<file path="src/hw/rtl/tkne_pkg.sv">
// Shared types and constants for the touch keypad number entry block.
// Has no dependencies; every other file in hw/rtl refers to it by scoped name.
package tkne_pkg;

  // Screen coordinates and the entered number are 10 bits wide.
  localparam int unsigned CoordW = 10;
  localparam int unsigned CoordLimit = 1 << CoordW;
  localparam int unsigned ValueW = 10;
  localparam int unsigned KeyW = 4;

  // Keypad geometry.
  localparam int unsigned GridRows = 5;
  localparam int unsigned GridCols = 3;

  // Appending a digit is allowed only while the value is below this.
  localparam logic [ValueW-1:0] AppendLimit = ValueW'(99);

  // Reset values of the origin registers.
  localparam logic [CoordW-1:0] OriginXReset = CoordW'(0);
  localparam logic [CoordW-1:0] OriginYReset = CoordW'(170);

  // Configuration register indexes.
  localparam int unsigned CfgIdxW = 1;
  localparam logic [CfgIdxW-1:0] RegOriginX = 1'b0;
  localparam logic [CfgIdxW-1:0] RegOriginY = 1'b1;

  // Key codes.
  localparam logic [KeyW-1:0] KeyNone     = 4'd0;
  localparam logic [KeyW-1:0] KeyCancel   = 4'd1;
  localparam logic [KeyW-1:0] KeySep      = 4'd2;
  localparam logic [KeyW-1:0] KeyAlt      = 4'd3;
  localparam logic [KeyW-1:0] KeyDigitLo  = 4'd4;
  localparam logic [KeyW-1:0] KeyDigitHi  = 4'd12;
  localparam logic [KeyW-1:0] KeyDelete   = 4'd13;
  localparam logic [KeyW-1:0] KeyZero     = 4'd14;
  localparam logic [KeyW-1:0] KeyEnter    = 4'd15;
  // Digit keys start at digit 1, so the digit is the key minus this.
  localparam logic [KeyW-1:0] KeyDigitBias = 4'd3;

  // How an entry finished.
  typedef enum logic [1:0] {
    OutcomeNumber    = 2'd0,
    OutcomeCancelled = 2'd1,
    OutcomeAlternate = 2'd2
  } outcome_e;

  // One touch sample.
  typedef struct packed {
    logic              touch_pressed;
    logic [CoordW-1:0] touch_x;
    logic [CoordW-1:0] touch_y;
  } touch_t;

  // One result beat.
  typedef struct packed {
    logic [KeyW-1:0]   new_key;
    logic [ValueW-1:0] entry_value;
    logic              entry_done;
    outcome_e          entry_outcome;
  } entry_t;

endpackage

</file>
<file path="src/hw/rtl/touch_keypad_number_entry.sv">
// Touch keypad number entry: hit test and decimal entry on touch samples.
// An accepted sample passes through the input register, then through the hit
// test and entry update into the result register, which holds its result beat.
// Throughput is one sample per cycle while the output is not stalled.
// Reset clears the held key, the number, both valid flags and sets the
// origin registers to x 0, y 170. Depends on tkne_pkg, tkne_hit, tkne_entry.
module touch_keypad_number_entry #(
  parameter int unsigned CellWidth  = 80,
  parameter int unsigned CellHeight = 30
) (
  input  logic                         clk_i,
  input  logic                         rst_ni,
  input  logic                         in_valid_i,
  output logic                         in_stall_o,
  input  tkne_pkg::touch_t             in_data_i,
  output logic                         out_valid_o,
  input  logic                         out_stall_i,
  output tkne_pkg::entry_t             out_data_o,
  input  logic                         cfg_we_i,
  input  logic [tkne_pkg::CfgIdxW-1:0] cfg_idx_i,
  input  logic [tkne_pkg::CoordW-1:0]  cfg_wdata_i
);

  logic [tkne_pkg::CoordW-1:0] origin_x_q;
  logic [tkne_pkg::CoordW-1:0] origin_y_q;
  tkne_pkg::touch_t            in_q;
  logic                        in_valid_q;
  tkne_pkg::entry_t            out_q;
  logic                        out_valid_q;
  logic                        out_free;
  logic                        step;
  logic                        in_free;
  logic [tkne_pkg::KeyW-1:0]   hit;
  tkne_pkg::entry_t            result;

  // Configuration writes.
  always_ff @(posedge clk_i or negedge rst_ni) begin
    if (!rst_ni) begin
      origin_x_q <= tkne_pkg::OriginXReset;
      origin_y_q <= tkne_pkg::OriginYReset;
    end else if (cfg_we_i) begin
      case (cfg_idx_i)
        tkne_pkg::RegOriginX: origin_x_q <= cfg_wdata_i;
        tkne_pkg::RegOriginY: origin_y_q <= cfg_wdata_i;
        default: begin
        end
      endcase
    end
  end

  // Handshake: the result register frees when its beat is taken, and the
  // input register frees when its sample moves on.
  assign out_free   = !out_valid_q || !out_stall_i;
  assign step       = in_valid_q && out_free;
  assign in_free    = !in_valid_q || step;
  assign in_stall_o = !in_free;

  // Input register.
  always_ff @(posedge clk_i or negedge rst_ni) begin
    if (!rst_ni) begin
      in_valid_q <= 1'b0;
    end else if (in_free) begin
      in_valid_q <= in_valid_i;
    end
  end

  always_ff @(posedge clk_i) begin
    if (in_free && in_valid_i) begin
      in_q <= in_data_i;
    end
  end

  tkne_hit #(
    .CellWidth (CellWidth),
    .CellHeight(CellHeight)
  ) u_hit (
    .origin_x_i(origin_x_q),
    .origin_y_i(origin_y_q),
    .touch_x_i (in_q.touch_x),
    .touch_y_i (in_q.touch_y),
    .key_o     (hit)
  );

  tkne_entry u_entry (
    .clk_i    (clk_i),
    .rst_ni   (rst_ni),
    .step_i   (step),
    .pressed_i(in_q.touch_pressed),
    .hit_i    (hit),
    .result_o (result)
  );

  // Result register.
  always_ff @(posedge clk_i or negedge rst_ni) begin
    if (!rst_ni) begin
      out_valid_q <= 1'b0;
    end else if (out_free) begin
      out_valid_q <= step;
    end
  end

  always_ff @(posedge clk_i) begin
    if (step) begin
      out_q <= result;
    end
  end

  assign out_valid_o = out_valid_q;
  assign out_data_o  = out_q;

endmodule

</file>
<file path="src/hw/rtl/tkne_hit.sv">
// Hit test of one touch point against the keypad grid.
// Depends on tkne_pkg for the coordinate width, grid size and key width.
module tkne_hit #(
  parameter int unsigned CellWidth  = 80,
  parameter int unsigned CellHeight = 30
) (
  input  logic [tkne_pkg::CoordW-1:0] origin_x_i,
  input  logic [tkne_pkg::CoordW-1:0] origin_y_i,
  input  logic [tkne_pkg::CoordW-1:0] touch_x_i,
  input  logic [tkne_pkg::CoordW-1:0] touch_y_i,
  output logic [tkne_pkg::KeyW-1:0]   key_o
);

  // Wide enough for the far edge of the grid without wrapping.
  localparam int unsigned SpanX = tkne_pkg::CoordLimit + tkne_pkg::GridCols * CellWidth;
  localparam int unsigned SpanY = tkne_pkg::CoordLimit + tkne_pkg::GridRows * CellHeight;
  localparam int unsigned SumW  = (SpanX > SpanY) ? $clog2(SpanX) : $clog2(SpanY);

  logic [SumW-1:0] px;
  logic [SumW-1:0] py;
  logic [tkne_pkg::GridRows-1:0] row_hit;
  logic [tkne_pkg::GridCols-1:0] col_hit;

  assign px = SumW'(touch_x_i);
  assign py = SumW'(touch_y_i);

  // Each row and column band is tested strictly inside its edges.
  always_comb begin
    logic [SumW-1:0] top;
    logic [SumW-1:0] left;
    for (int r = 0; r < tkne_pkg::GridRows; r++) begin
      top = SumW'(origin_y_i) + SumW'(r * CellHeight);
      row_hit[r] = (py > top) && (py < top + SumW'(CellHeight));
    end
    for (int c = 0; c < tkne_pkg::GridCols; c++) begin
      left = SumW'(origin_x_i) + SumW'(c * CellWidth);
      col_hit[c] = (px > left) && (px < left + SumW'(CellWidth));
    end
  end

  // The first match in row-major order wins; walking backward leaves it last.
  always_comb begin
    key_o = tkne_pkg::KeyNone;
    for (int r = tkne_pkg::GridRows - 1; r >= 0; r--) begin
      for (int c = tkne_pkg::GridCols - 1; c >= 0; c--) begin
        if (row_hit[r] && col_hit[c]) begin
          key_o = tkne_pkg::KeyW'(r * tkne_pkg::GridCols + c + 1);
        end
      end
    end
  end

endmodule

</file>
<file path="src/hw/rtl/tkne_entry.sv">
// Press tracking and decimal entry state, with the result of one sample.
// Depends on tkne_pkg for key codes, the outcome type and the result struct.
module tkne_entry (
  input  logic                      clk_i,
  input  logic                      rst_ni,
  input  logic                      step_i,
  input  logic                      pressed_i,
  input  logic [tkne_pkg::KeyW-1:0] hit_i,
  output tkne_pkg::entry_t          result_o
);

  logic [tkne_pkg::KeyW-1:0]    held_key_q, held_key_d;
  logic [tkne_pkg::ValueW-1:0]  acc_q, acc_d;
  logic [tkne_pkg::KeyW-1:0]    key;
  logic [tkne_pkg::ValueW-1:0]  acc_upd;
  logic [tkne_pkg::ValueW-1:0]  acc_x10;
  logic [tkne_pkg::ValueW-1:0]  acc_div10;
  logic [tkne_pkg::ValueW+10:0] div_prod;
  logic [tkne_pkg::ValueW-1:0]  digit;
  logic                         can_append;

  // A key is reported once per press; release forgets the held key.
  always_comb begin
    key = tkne_pkg::KeyNone;
    held_key_d = held_key_q;
    if (!pressed_i) begin
      held_key_d = tkne_pkg::KeyNone;
    end else if (hit_i != tkne_pkg::KeyNone) begin
      held_key_d = hit_i;
      if (hit_i != held_key_q) begin
        key = hit_i;
      end
    end
  end

  // Times ten as shifts; divide by ten through the reciprocal 205/2048,
  // exact for every value the entry can hold.
  assign acc_x10    = (acc_q << 3) + (acc_q << 1);
  assign div_prod   = (tkne_pkg::ValueW + 11)'(acc_q) * (tkne_pkg::ValueW + 11)'(205);
  assign acc_div10  = div_prod[tkne_pkg::ValueW+10:11];
  assign digit      = tkne_pkg::ValueW'(key - tkne_pkg::KeyDigitBias);
  assign can_append = acc_q < tkne_pkg::AppendLimit;

  // Apply the key to the entry and form the result beat.
  always_comb begin
    acc_upd = acc_q;
    result_o.new_key = key;
    result_o.entry_done = 1'b0;
    result_o.entry_outcome = tkne_pkg::OutcomeNumber;
    case (key) inside
      tkne_pkg::KeyCancel: begin
        acc_upd = '0;
        result_o.entry_done = 1'b1;
        result_o.entry_outcome = tkne_pkg::OutcomeCancelled;
      end
      tkne_pkg::KeyAlt: begin
        acc_upd = '0;
        result_o.entry_done = 1'b1;
        result_o.entry_outcome = tkne_pkg::OutcomeAlternate;
      end
      [tkne_pkg::KeyDigitLo:tkne_pkg::KeyDigitHi]: begin
        if (can_append) begin
          acc_upd = acc_x10 + digit;
        end
      end
      tkne_pkg::KeyDelete: begin
        acc_upd = acc_div10;
      end
      tkne_pkg::KeyZero: begin
        if (can_append) begin
          acc_upd = acc_x10;
        end
      end
      tkne_pkg::KeyEnter: begin
        result_o.entry_done = 1'b1;
      end
      default: begin
      end
    endcase
    result_o.entry_value = acc_upd;
    acc_d = (key == tkne_pkg::KeyEnter) ? '0 : acc_upd;
  end

  // State moves only when the sample is handed to the result register.
  always_ff @(posedge clk_i or negedge rst_ni) begin
    if (!rst_ni) begin
      held_key_q <= tkne_pkg::KeyNone;
      acc_q <= '0;
    end else if (step_i) begin
      held_key_q <= held_key_d;
      acc_q <= acc_d;
    end
  end

endmodule

</file>
<file path="config.mk">
export PLATFORM = sky130hd
export DESIGN_NAME = touch_keypad_number_entry
export DESIGN_NICKNAME = d
export VERILOG_FILES = /design/src/hw/rtl/tkne_pkg.sv /design/src/hw/rtl/touch_keypad_number_entry.sv /design/src/hw/rtl/tkne_hit.sv /design/src/hw/rtl/tkne_entry.sv
export SDC_FILE = /design/constraint.sdc
export NUM_CORES = 1
export LEC_CHECK = 0
export BUFFER_PORTS_ARGS = -buffer_cell sky130_fd_sc_hd__buf_2
export CORE_ASPECT_RATIO = 1.25
export CORE_UTILIZATION = 60
export DETAILED_ROUTE_END_ITERATION = 16
export PLACE_DENSITY = 0.78
export SYNTH_ARGS = -nofsm -noshare
export SYNTH_HDL_FRONTEND = slang
export SYNTH_HIERARCHICAL = 1
export SYNTH_SLANG_ARGS = --single-unit
</file>
<file path="constraint.sdc">
create_clock -name clk_i -period 7.7 [get_ports clk_i]
set_clock_uncertainty 0.1 [all_clocks]
set_input_delay 1.155 -clock clk_i [delete_from_list [all_inputs] [get_ports clk_i]]
set_output_delay 1.155 -clock clk_i [all_outputs]
set_load 0.02 [all_outputs]
</file>
==> impl.org, run 1 <==
** Status
- Outcome :: completed

** Layout
- N_diodes :: 0
- Cells with a size suffix above 1 make up 13.4% of the layout.
- Non-filler cells in the finished layout :: 1334
- After filler insertion, the fill cell instance count of the layout stands at 1343.
- After the last flow step, the layout net total stands at 1361.
- Syn-to-layout area delta :: 10.0%

** Detailed routing
- The first TritonRoute pass finished after 6 iterations.
- Dividing the detail-routed wire length by the instance count gives 18.7 um.
- After detailed routing, the number of remaining DRC violations is 0.
- Post-Route WL :: 25000 um
- Across all layers, the routed design uses 8279 vias.
- First-iteration detailed-routing DRC count :: 541
- Dividing the detail-routed via count by the number of cells gives 6.21.
- Antenna Violating Nets Remaining :: 0

** Timing
- Count of final hold-check violations :: 0
- For the pin with the worst max-slew slack, the measured transition is 1.07 ns.
- Final Critical Period :: 7.32 ns
- Measured against its own limit, the worst slew margin works out to 28.8%.
- Final hold analysis gives a worst-case slack of 0.373 ns.
- Final slew viol count :: 0
- Total of endpoints with negative setup slack in the final report :: 0
- Derived from the worst setup path, the maximum achievable clock frequency is 0.137 GHz.
- The final critical path takes up 95.0% of the cycle.

** CTS
- CTS sink count :: 74
- The longest clock path from root to sink contains 2 buffers.
- The number of clock buffers added by TritonCTS is 9.
- Number of hold buffers added after CTS :: 0
- Clock latency of the later-clocked register in the worst-skew pair :: 0.35 ns
- CTS clock-pin slew for the worst setup and hold paths :: 0.06 ns
- CTS Root Buffer Type :: clkbuf_16
- CTS built an H-tree with a depth of 3.
- Clock tree from TritonCTS :: yes

** Synth
- During synthesis, Yosys emitted a total of 6 warnings.
- Most frequently used cell type in the post-synthesis netlist :: ha_1
- Post-synthesis sequential area ratio :: 21.2%
- Dominant synthesized flop cell :: edfxtp_1
- In this run the biggest area consumer among cell types represents 24.4% of the synthesized area.
- The mapped netlist covers 9670 um2.
- Biggest area contributors in the synthesized netlist :: ha_1 (24%), edfxtp_1 (12%), dfrtp_1 (8.3%), xnor2_1 (6.1%), inv_1 (3.9%)
- Net count after synthesis :: 1294
- Number of cells produced by synthesis :: 1050
- Each instance of the synthesized netlist takes up on average 9.21 um2.
- Leading area contributor after synthesis :: ha_1
- In this run, distinct cell masters in the synthesized netlist total 99.
- Fraction of registers with async set or reset after synthesis :: 48.6%
- FF+latch count, synth :: 74
- Sorting the synthesized cells by how often they occur yields ha_1 (189), inv_1 (100), xnor2_1 (67), a21oi_1 (60), nand2_1 (56).
- In this run, synthesis inferred 38 flip-flops with an integrated enable.

** Critical path
- Critical path data arrival time :: 7.30 ns
- Critical-path cell with the highest stage delay :: dfstp_2
- Endpoint type of the worst setup path :: flip-flop
- Of all nets on the critical path, the largest fanout is 9.
- On the worst path, the slowest cell contributes a delay of 0.55 ns.
- Crit-path most repeated cell :: ha_1
- Critical Path Start Type :: flip-flop
- Data required time of the critical path :: 7.68 ns
- The critical path is of the flip-flop to flip-flop type.

** Global route
- The via count of the first global-routing pass is 8099.
- Total track usage :: 30.9%
- The first global-routing pass estimated 39700 um of wire.
- Global routing consumed, on the met3 layer, 4.72% of the routing resources.
- For this run, global-route usage on met1 was measured as 35.4%.
- Global routing consumed, on the met2 layer, 55.6% of the routing resources.
- Busiest layer in global routing :: met2
- Total overflow reported by the global router :: 0
- Initial antenna violation count :: 0
- Pin count of the biggest net entering global routing :: 37

** Floorplanning
- Die boundary width :: 116 um
- 56 I/O pins were placed.
- The die covers 16600 um2.
- The die is 144 um tall.
- The initial utilization of the core area, before any placement, comes to 61.6%.
- Row Count :: 51
- Core ar. :: 15700 um2

** Pwr
- Combinational cells account for 73.3% of the total power.
- Relative contribution of sequential cells to total power :: 15.9%
- Power spent charging and discharging nets :: 0.00208 W
- The clock network accounts for 10.7% of the total power.
- Sw Ratio :: 49.3%
- Power density normalized to cell area :: 396 nW/um2
- Pwr Total :: 0.00421 W
- Largest voltage drop on the vdd net :: 360 uV
- Internal power :: 0.00214 W
- The analysis attributes to cell leakage a power of 5.02 nW.

** Worst hold path
- In this run the worst hold path is classified as flip-flop to flip-flop.

** Run
- The tool flagged a number of max-cap violations equal to 0.

** Placed design
- At the end of routability-driven placement, the weighted congestion stood at 0.952.
- Port buffer count :: 55
- After detailed placement, the design holds a cell count of 1315.
- Hpwl dp :: 19500 um
## power by group through the flow
stage	clock network [W]	registers [W]	logic (W)
after detailed placement	0	0.000670	0.00298
after global placement	0	0.000672	0.00291
after floorplan	0	0.000662	0.00229
after global routing	0.000474	0.000684	0.00346
after CTS	0.000459	0.000667	0.00301
final	0.000452	0.000671	0.00309
## final timing paths
kind                       depth (start not counted)     startpoint                     to  slack [ns]
min in group asynchronous                          1         rst_ni  u_entry/held_key_q[2]        0.81
min                                                1     in_valid_q            out_valid_o        0.37
min reg2reg                                        1     in_valid_q            out_valid_o        0.37
max                                               31  origin_y_q[3]         out_data_o[12]        0.38
max in group asynchronous                          1         rst_ni          origin_y_q[2]        6.06
max reg2reg                                       31  origin_y_q[3]         out_data_o[12]        0.38
## sequential cells by signal (all words and copies together) (netlist names)
| signal | count |
|---|---|
| in_valid_q | 1 |
| u_entry/held_key_q | 4 |
| origin_x_q | 10 |
| origin_y_q | 10 |
| out_data_o | 17 |
| out_valid_o | 1 |
| in_q | 21 |
| u_entry/acc_q | 10 |
## metal layers
layer | wire length [um] | share of wire [%]
met3 | 1290 | 5.2
met4 | 969 | 3.9
met1 | 10000 | 40
met5 | 0 | 0
met2 | 12700 | 51
## logic make-up after synthesis
| logic type | share of synthesized area (%) |
|---|---|
| muxes | 3.48 |
| AOI/OAI and AO/OA | 19.9 |
| adders and majority gates | 28.2 |
| DFF | 21.2 |
| and+or+nand+nor | 14.1 |
| buffers and inverters | 5.19 |
| xor gates and xnor gates | 8.05 |
## metrics by stage
stage / setup WS [ns] / utilization (%) / TNS [ns] / instance area, um2
floorplan: 0.600 / - / 0 / 9670
global placement: 0.408 / 65.2 / 0 / 10200
detailed placement: 0.177 / 65.2 / 0 / 10200
CTS: 0.144 / 67.2 / 0 / 10500
global route: -0.0119 / 67.8 / -0.0195 / 10600
finish: 0.382 / 67.8 / 0 / 10600
## worst max-delay path: cells and delay by family, from the launching register on
kind	cells	cell delay (ns)
fa+ha+maj	5	1.48
compound gates	13	2.82
buf+inv	3	0.41
flops	1	0.55
xor+xnor	4	0.73
simple gates	6	0.92
## layout make-up
cell class                 instances  area, um2  area share (%)
clock buffer                      11        233            2.19
clock inverter                     5       78.8           0.741
multi-input combinational        853       7200            67.6
inverter                         104        394            3.70
timing repair buffer              75        425            4.00
tap                              212        265            2.49
sequential                        74       2050            19.2
## layout by cell type (no fill, tap or decap), types with 7 or more instances in the layout
cell | synthesis | final
ha_1 | 189 | 188
inv_1 | 100 | 99
xnor2_1 | 67 | 65
a21oi_1 | 60 | 59
nand2_1 | 56 | 56
buf_2 | 8 | 55
nor2_1 | 45 | 45
edfxtp_1 | 38 | 38
o21ai_0 | 38 | 38
dfrtp_1 | 32 | 31
nand3_1 | 28 | 28
a21o_1 | 24 | 24
nor3_1 | 23 | 22
buf_4 | 0 | 20
xor2_1 | 20 | 20
fa_1 | 18 | 18
a211oi_1 | 19 | 17
nand4_1 | 16 | 16
and3_1 | 15 | 15
o21a_1 | 14 | 14
o21ai_1 | 13 | 13
mux2_2 | 11 | 11
mux2_4 | 10 | 10
or3_1 | 10 | 10
o21bai_1 | 10 | 10
clkbuf_16 | 0 | 9
nor2b_1 | 9 | 9
a31oi_1 | 9 | 9
and2_1 | 8 | 8
nand2b_1 | 8 | 8
nor3b_1 | 8 | 8
o211ai_1 | 8 | 8
o31ai_1 | 8 | 8
o32ai_1 | 8 | 7
## timing repair
action,in CTS,in global routing
setup endpoints to repair,0,11
buffers inserted,0,3
resized for setup,0,13
(Power assumes the default switching activity.)
==> run 2, diff against run 1 <==
--- a/config.mk
+++ b/config.mk
@@ -9,6 +9,7 @@
 export CORE_ASPECT_RATIO = 1.25
 export CORE_UTILIZATION = 60
 export DETAILED_ROUTE_END_ITERATION = 16
+export MAX_ROUTING_LAYER = met4
 export PLACE_DENSITY = 0.78
 export SYNTH_ARGS = -nofsm -noshare
 export SYNTH_HDL_FRONTEND = slang
==> run 2 against run 1 <==
Total power up 0.57%. Die area did not move. Clock-buffer cell count rose by 3. Flip-flop and latch count unchanged. Worst hold slack better by 0.0054 ns. Critical path depth decreased by 2. Critical path type unchanged. Via count is 1.0% higher. Sequential power hardly changed.
==> impl.org, run 2 (same netlist as run 1, synthesis figures left out) <==
** Status
- Outcome :: completed (unchanged)

** Timing
- Final setup margin :: 0.282 ns (was 0.382 ns)
- Timing-limited maximum frequency :: 0.135 GHz (was 0.137 GHz)
- Final Critical Period :: 7.42 ns (was 7.32 ns)
- Total of endpoints with negative setup slack in the final report :: 0 (unchanged)
- Final worst-path cycle share :: 96.3% (was 95.0%)
- Total Neg Setup Slack :: 0 ns (unchanged)
- The count of endpoints failing hold in the final timing report came to 0 (unchanged).
- Slew at the pin closest to its max-slew limit :: 1.07 ns (about the same)
- Final slew viol count :: 0 (unchanged)
- The worst-case hold slack came to 0.378 ns (was 0.373 ns).
- The remaining max-slew budget at the tightest pin came to 28.5% (was 28.8%).

** Global route
- Initial antenna violation count :: 0 (unchanged)
- The global-route congestion overflow total came to 0 (unchanged).
- Number of global-route vias before repair :: 8278 (was 8099)
- Wire length of the first global-routing pass :: 41300 um (was 39700 um)
- Pin count of the biggest net entering global routing :: 37 (unchanged)
- The global router's overall resource usage is 32.9% (was 30.9%).

** Critical path
- Critical-path cell with the highest stage delay :: dfstp_2 (unchanged)
- The critical path class is flip-flop to flip-flop (unchanged).
- The critical path's largest stage delay is 0.55 ns (about the same).
- The endpoint kind of the worst setup timing path was a flip-flop (unchanged).
- The required time of the critical path was 7.70 ns (was 7.68 ns).
- The cell occurring most often along the worst timing path is ha_1 (unchanged).
- Critical Path Start Type :: flip-flop (unchanged)
- Max Fanout on Critical Path :: 9 (unchanged)
- Critical path data arrival time :: 7.42 ns (was 7.30 ns)

** Layout
- The final-layout fill cell count came to 1295 (was 1343).
- The ratio of cells with drive above 1 in the final layout is 13.4% (about the same).
- Commonest non-fill, non-tap cells in the layout: ha_1 (187), inv_1 (99), xnor2_1 (65), a21oi_1 (60), nand2_1 (56) (was ha_1 (188), inv_1 (99), xnor2_1 (65), a21oi_1 (59), nand2_1 (56)).
- The number of standard cells in the layout, taps in and fillers out came to 1333 (was 1334).
- Flip-flop count of the largest register after layout :: 21 (unchanged)
- Register area :: 2050 um2 (unchanged)
- The post-layout net count was 1360 (was 1361).
- The count of antenna diodes in the layout was 0 (unchanged).
- Area used by multi-input combinational logic :: 7210 um2 (was 7200 um2)
- The leading cell type in the layout, fill and taps excluded is ha_1 (unchanged).
- Most flops, register :: in_q (unchanged)
- Syn-to-layout area delta :: 10.0% (about the same)

** Detailed routing
- Post-Route WL :: 25700 um (was 25000 um)
- The routed wirelength normalized by instance count came to 19.2 um (was 18.7 um).
- The vias after detailed routing is 8363 (was 8279).
- The number of search-and-repair iterations in the first detailed-routing pass is 7 (was 6).
- The number of nets with antenna violations after routing was 0 (unchanged).
- Post-route DRC :: 0 (unchanged)
- The first-iteration detailed-routing DRC count is 461 (was 541).
- Average vias per placed instance :: 6.27 (was 6.21)

** CTS
- The source-to-sink clock delay at the later pin of the worst-skew pair was 0.35 ns (about the same).
- The H-tree depth reported by CTS is 3 (unchanged).
- The clock transition at the registers of the reported paths came to 0.06 ns (about the same).
- Clock tree from TritonCTS :: yes (unchanged)
- The number of buffers created by CTS was 9 (unchanged).
- The number of buffers on the longest clock path came to 2 (unchanged).
- CTS sink count :: 74 (unchanged)
- CTS Root Buffer Type :: clkbuf_16 (unchanged)

** Floorplanning
- The die extent in y is 144 um (unchanged).
- The initial core utilization came to 61.6% (unchanged).
- The count of pins on the block boundary was 56 (unchanged).
- Die boundary width :: 116 um (unchanged)
- The number of cell rows is 51 (unchanged).
- The full die area came to 16600 um2 (unchanged).
- The area inside the core boundary is 15700 um2 (unchanged).

** Pwr
- The peak ir drop on the vdd network was 314 uV (was 360 uV).
- The leakage power figure is 5.01 nW (was 5.02 nW).
- The power per standard cell area came to 398 nW/um2 (was 396 nW/um2).

** Placed design
- The worst slack at placement came to 0.140 ns (was 0.177 ns).
- The post-placement cell count is 1315 (unchanged).
- Global placement routability congestion :: 0.971 (was 0.952)
- Port buffer count :: 55 (unchanged)
- Hpwl dp :: 19800 um (was 19500 um)

** Worst hold path
- Hold/Removal Path Class :: flip-flop to flip-flop (unchanged)

** Run
- # Max-Cap Violations :: 0 (unchanged)
==> run 2: worst max-delay path: cells and delay by family, from the launching register on <==
family,cells,cell delay (ns)
AO/OA/AOI/OAI,11,2.85
AND/OR/NAND/NOR,6,0.94
multiplexers,1,0.32
XOR/XNOR,4,0.79
adder cells (fa/ha/maj),5,1.41
flip-flops,1,0.55
buffers and inverters,2,0.22
==> run 2: power breakdown <==
group          internal [W]  switching [W]  total (W)  leakage, nW
clock              0.000279       0.000167   0.000446        0.152
combinational       0.00133        0.00180    0.00312         4.05
sequential         0.000532       0.000138   0.000670        0.807
==> run 2: final cells by class <==
| type | instances | area share [%] |
|---|---|---|
| Clock buffer | 14 | 2.59 |
| Clock inverter | 2 | 0.329 |
| Inverter | 104 | 3.70 |
| Multi-Input combinational cell | 853 | 67.7 |
| Sequential cell | 74 | 19.2 |
| Tap cell | 212 | 2.49 |
| Timing Repair Buffer | 74 | 3.93 |
==> run 2: per-stage QoR <==
step / instance area, um2 / total power [W] / utilization [%]
after floorplan: 9670 / 0.00295 / -
after global placement: 10200 / 0.00358 / 65.2
after detailed placement: 10200 / 0.00366 / 65.2
after CTS: 10500 / 0.00414 / 67.2
after global routing: 10600 / 0.00464 / 67.8
final: 10600 / 0.00424 / 67.8
==> run 2: path summary, 6_finish.rpt <==
check / start / cells after the start / endpoint / slack (ns)
max in group asynchronous: rst_ni / 1 / origin_y_q[2] / 6.04
hold reg to reg: in_valid_q / 1 / out_valid_o / 0.38
setup reg to reg: origin_y_q[3] / 29 / out_data_o[10] / 0.28
min in group asynchronous: rst_ni / 1 / u_entry/held_key_q[2] / 0.82
hold / removal: in_valid_q / 1 / out_valid_o / 0.38
setup / recovery: origin_y_q[3] / 29 / out_data_o[10] / 0.28
==> run 2: timing repair <==
| item | CTS | global route |
|---|---|---|
| hold buffers | 0 | 0 |
| endpoints found under the hold margin | 0 | 0 |
| gates resized for setup | 0 | 15 |
| setup buffers | 0 | 2 |
| endpoints found under the setup margin | 0 | 11 |
==> run 2: per-layer routing <==
metal / wire (um) / share of wire [%] / global-route usage, % / up-vias
li1: - / - / - / 3997
met3: 1370 / 5.3 / 4.26 / 96
met4: 1140 / 4.4 / 15.9 / 0
met2: 12900 / 50 / 56.6 / 313
met1: 10300 / 40 / 37.7 / 3957
met5: 0 / 0 / - / -
==> run 3, diff against run 2 <==
--- a/config.mk
+++ b/config.mk
@@ -7,10 +7,11 @@
 export LEC_CHECK = 0
 export BUFFER_PORTS_ARGS = -buffer_cell sky130_fd_sc_hd__buf_2
 export CORE_ASPECT_RATIO = 1.25
-export CORE_UTILIZATION = 60
+export CORE_UTILIZATION = 40
+export CTS_CLUSTER_SIZE = 12
 export DETAILED_ROUTE_END_ITERATION = 16
 export MAX_ROUTING_LAYER = met4
-export PLACE_DENSITY = 0.78
+export PLACE_DENSITY = 0.55
 export SYNTH_ARGS = -nofsm -noshare
 export SYNTH_HDL_FRONTEND = slang
 export SYNTH_HIERARCHICAL = 1
==> run 3 against run 2 <==
Clock-buffer cell count down 4. Utilization shrank 22 points. Register-to-register slack improved by 0.21 ns. Largest cell class unchanged. Largest power group unchanged.
==> impl.org, run 3 (same netlist as run 1, synthesis figures left out) <==
** CTS
- Clock latency of the later-clocked register in the worst-skew pair :: 0.35 ns (about the same)
- The number of buffers on the longest clock path came to 2 (unchanged).
- H-tree level count :: 3 (unchanged)
- The number of sinks driven by the clock tree is 74 (unchanged).
- The number of buffers created by CTS is 9 (unchanged).
- CTS clock-pin slew for the worst setup and hold paths :: 0.06 ns (about the same)
- The CTS tree is yes (unchanged).
- Number of hold buffers added after CTS :: 0 (unchanged)
- CTS Root Buffer Type :: clkbuf_16 (unchanged)

** Timing
- The clock period minus final worst setup slack was 7.21 ns (was 7.42 ns).
- The total of endpoints with negative setup slack in the final report is 0 (unchanged).
- The remaining max-slew budget at the tightest pin was 38.4% (was 28.5%).
- Setup repair after global routing missed its margin :: no
- The actual transition at the worst max-transition pin came to 0.923 ns (was 1.07 ns).
- Count of final hold-check violations :: 0 (unchanged)
- Hold slack final :: 0.376 ns (was 0.378 ns)
- Timing-limited maximum frequency :: 0.139 GHz (was 0.135 GHz)
- Total Neg Setup Slack :: 0 ns (unchanged)
- The fraction of the cycle the final worst path needs is 93.6% (was 96.3%).
- Final slew viol count :: 0 (unchanged)

** Floorplanning
- The die extent in y was 176 um (was 144 um).
- The area inside the core boundary is 23700 um2 (was 15700 um2).
- The initial core utilization is 40.8% (was 61.6%).
- The number of cell rows came to 63 (was 51).
- The full die area is 24800 um2 (was 16600 um2).
- Die boundary width :: 141 um (was 116 um)
- Count of pins on the block boundary :: 56 (unchanged)

** Detailed routing
- First-iteration detailed-routing DRC count :: 393 (was 461)
- Average vias per placed instance :: 5.56 (was 6.27)
- The number of search-and-repair iterations in the first detailed-routing pass is 5 (was 7).
- The vias after detailed routing was 8064 (was 8363).
- Antenna Violating Nets Remaining :: 0 (unchanged)
- The routed wirelength normalized by instance count came to 18.7 um (was 19.2 um).
- Post-Route WL :: 27100 um (was 25700 um)
- Post-route DRC :: 0 (unchanged)

** Global route
- Number of global-route vias before repair :: 8105 (was 8278)
- The wire length of the first global-routing pass came to 43800 um (was 41300 um).
- The global router's overall resource usage came to 23.6% (was 32.9%).
- The number of antenna violations at the first check in global routing came to 0 (unchanged).
- Total overflow reported by the global router :: 0 (unchanged)
- Pin count of the biggest net entering global routing :: 37 (unchanged)

** Worst hold path
- Hold/Removal Path Class :: flip-flop to flip-flop (unchanged)
- The hold path depth was 1 (unchanged).
- The endpoint of the worst hold-timing path was out_valid_o (unchanged).
- The start point of the worst hold path was in_valid_q (unchanged).

** Critical path
- The critical path data arrival time came to 7.21 ns (was 7.42 ns).
- The count of cells along the worst register-to-register path was 29 (unchanged).
- The endpoint of the worst-slack reg-to-reg timing path is out_data_o[10] (unchanged).
- The startpoint class of the critical path is a flip-flop (unchanged).
- The cell type of the slowest stage on the worst timing path is dfstp_2 (unchanged).
- Crit Reg-Reg Startpoint :: origin_y_q[3] (unchanged)
- The critical path's largest stage delay came to 0.55 ns (about the same).
- Critical path start-end classification :: flip-flop to flip-flop (unchanged)
- Setup slack of the worst register-to-register path :: 0.49 ns (was 0.28 ns)
- The required time of the critical path is 7.70 ns (about the same).
- Max Fanout on Critical Path :: 9 (unchanged)
- Crit-path most repeated cell :: ha_1 (unchanged)
- The endpoint kind of the worst setup timing path is a flip-flop (unchanged).

** Pwr
- The power per standard cell area was 391 nW/um2 (was 398 nW/um2).
- The leakage power figure came to 5.03 nW (was 5.01 nW).
- Pwr Total :: 0.00422 W (was 0.00424 W)
- The peak ir drop on the vdd network is 286 uV (was 314 uV).

** Layout
- Commonest non-fill, non-tap cells in the layout: ha_1 (188), inv_1 (99), xnor2_1 (65), a21oi_1 (60), nand2_1 (56) (was ha_1 (187), inv_1 (99), xnor2_1 (65), a21oi_1 (60), nand2_1 (56)).
- N_diodes :: 0 (unchanged)
- Syn-to-layout area delta :: 11.5% (was 10.0%)
- The total non-filler cell area in the finished layout is 10800 um2 (was 10600 um2).
- The ratio of cells with drive above 1 in the final layout was 13.2% (was 13.4%).
- Most flops, register :: in_q (unchanged)
- The final-layout fill cell count was 2320 (was 1295).
- The flip-flop count of the largest register after layout was 21 (unchanged).
- Net count reported at finish :: 1365 (was 1360)
- The leading cell type in the layout, fill and taps excluded is ha_1 (unchanged).
- Non-filler cells in the finished layout :: 1451 (was 1333)

** Run
- # Max-Cap Violations :: 0 (unchanged)

** Placed design
- Standard cell area after detailed placement :: 10400 um2 (was 10200 um2)
- The number of port buffers is 55 (unchanged).
- Global placement routability congestion :: 0.925 (was 0.971)
- The post-placement cell count came to 1434 (was 1315).
- The half-perimeter wire length after detailed placement is 21500 um (was 19800 um).

** Status
- Outcome: completed (unchanged).
## run 3: critical path: cells and delay by family, from the launching register on
family / cells / cell delay, ns
AO/OA/AOI/OAI: 10 / 2.37
buffers and inverters: 3 / 0.41
flip-flops: 1 / 0.55
adder cells (fa/ha/maj): 5 / 1.51
multiplexers: 1 / 0.32
XOR/XNOR: 4 / 0.86
AND/OR/NAND/NOR: 6 / 0.84
## run 3: worst max path at each step
stage / start / to
global route: origin_y_q[3] / out_data_o[10]
global placement: origin_y_q[3] / out_data_o[10]
CTS: origin_y_q[3] / out_data_o[10]
floorplan: origin_y_q[3] / out_data_o[10]
finish: origin_y_q[3] / out_data_o[10]
detailed placement: origin_y_q[3] / out_data_o[10]
## run 3: what timing repair did
item,CTS,global route
endpoints found under the setup margin,0,8
resized for setup,0,9
setup buffers,0,1
## run 3: layout make-up
cell class	instances	area, um2	share of cell area [%]
Tap cell	325	407	3.77
Inverter	104	394	3.65
Clock inverter	6	80.1	0.742
Sequential cell	74	2050	19.0
Clock buffer	10	229	2.12
Multi-Input combinational cell	853	7180	66.5
Timing Repair Buffer	79	455	4.22
## run 3: stage by stage
stage | util (%) | setup WS (ns)
finish | 45.5 | 0.490
global route | 45.5 | 0.0796
CTS | 45.2 | 0.251
detailed placement | 43.9 | 0.290
global placement | 43.9 | 0.387
floorplan | - | 0.600
## run 3: power breakdown
part           internal, W  switching, W  total (W)  leakage [nW]
logic              0.00131       0.00178    0.00310          4.07
clock network     0.000282      0.000171   0.000452         0.150
registers         0.000532      0.000138   0.000671         0.808
## run 3: routing by layer
layer	track usage [%]	wire length, um	vias up
met5	-	0	-
met4	8.06	658	0
met3	2.18	776	42
met2	42.7	14200	166
met1	27.1	11500	3844
li1	-	-	4012
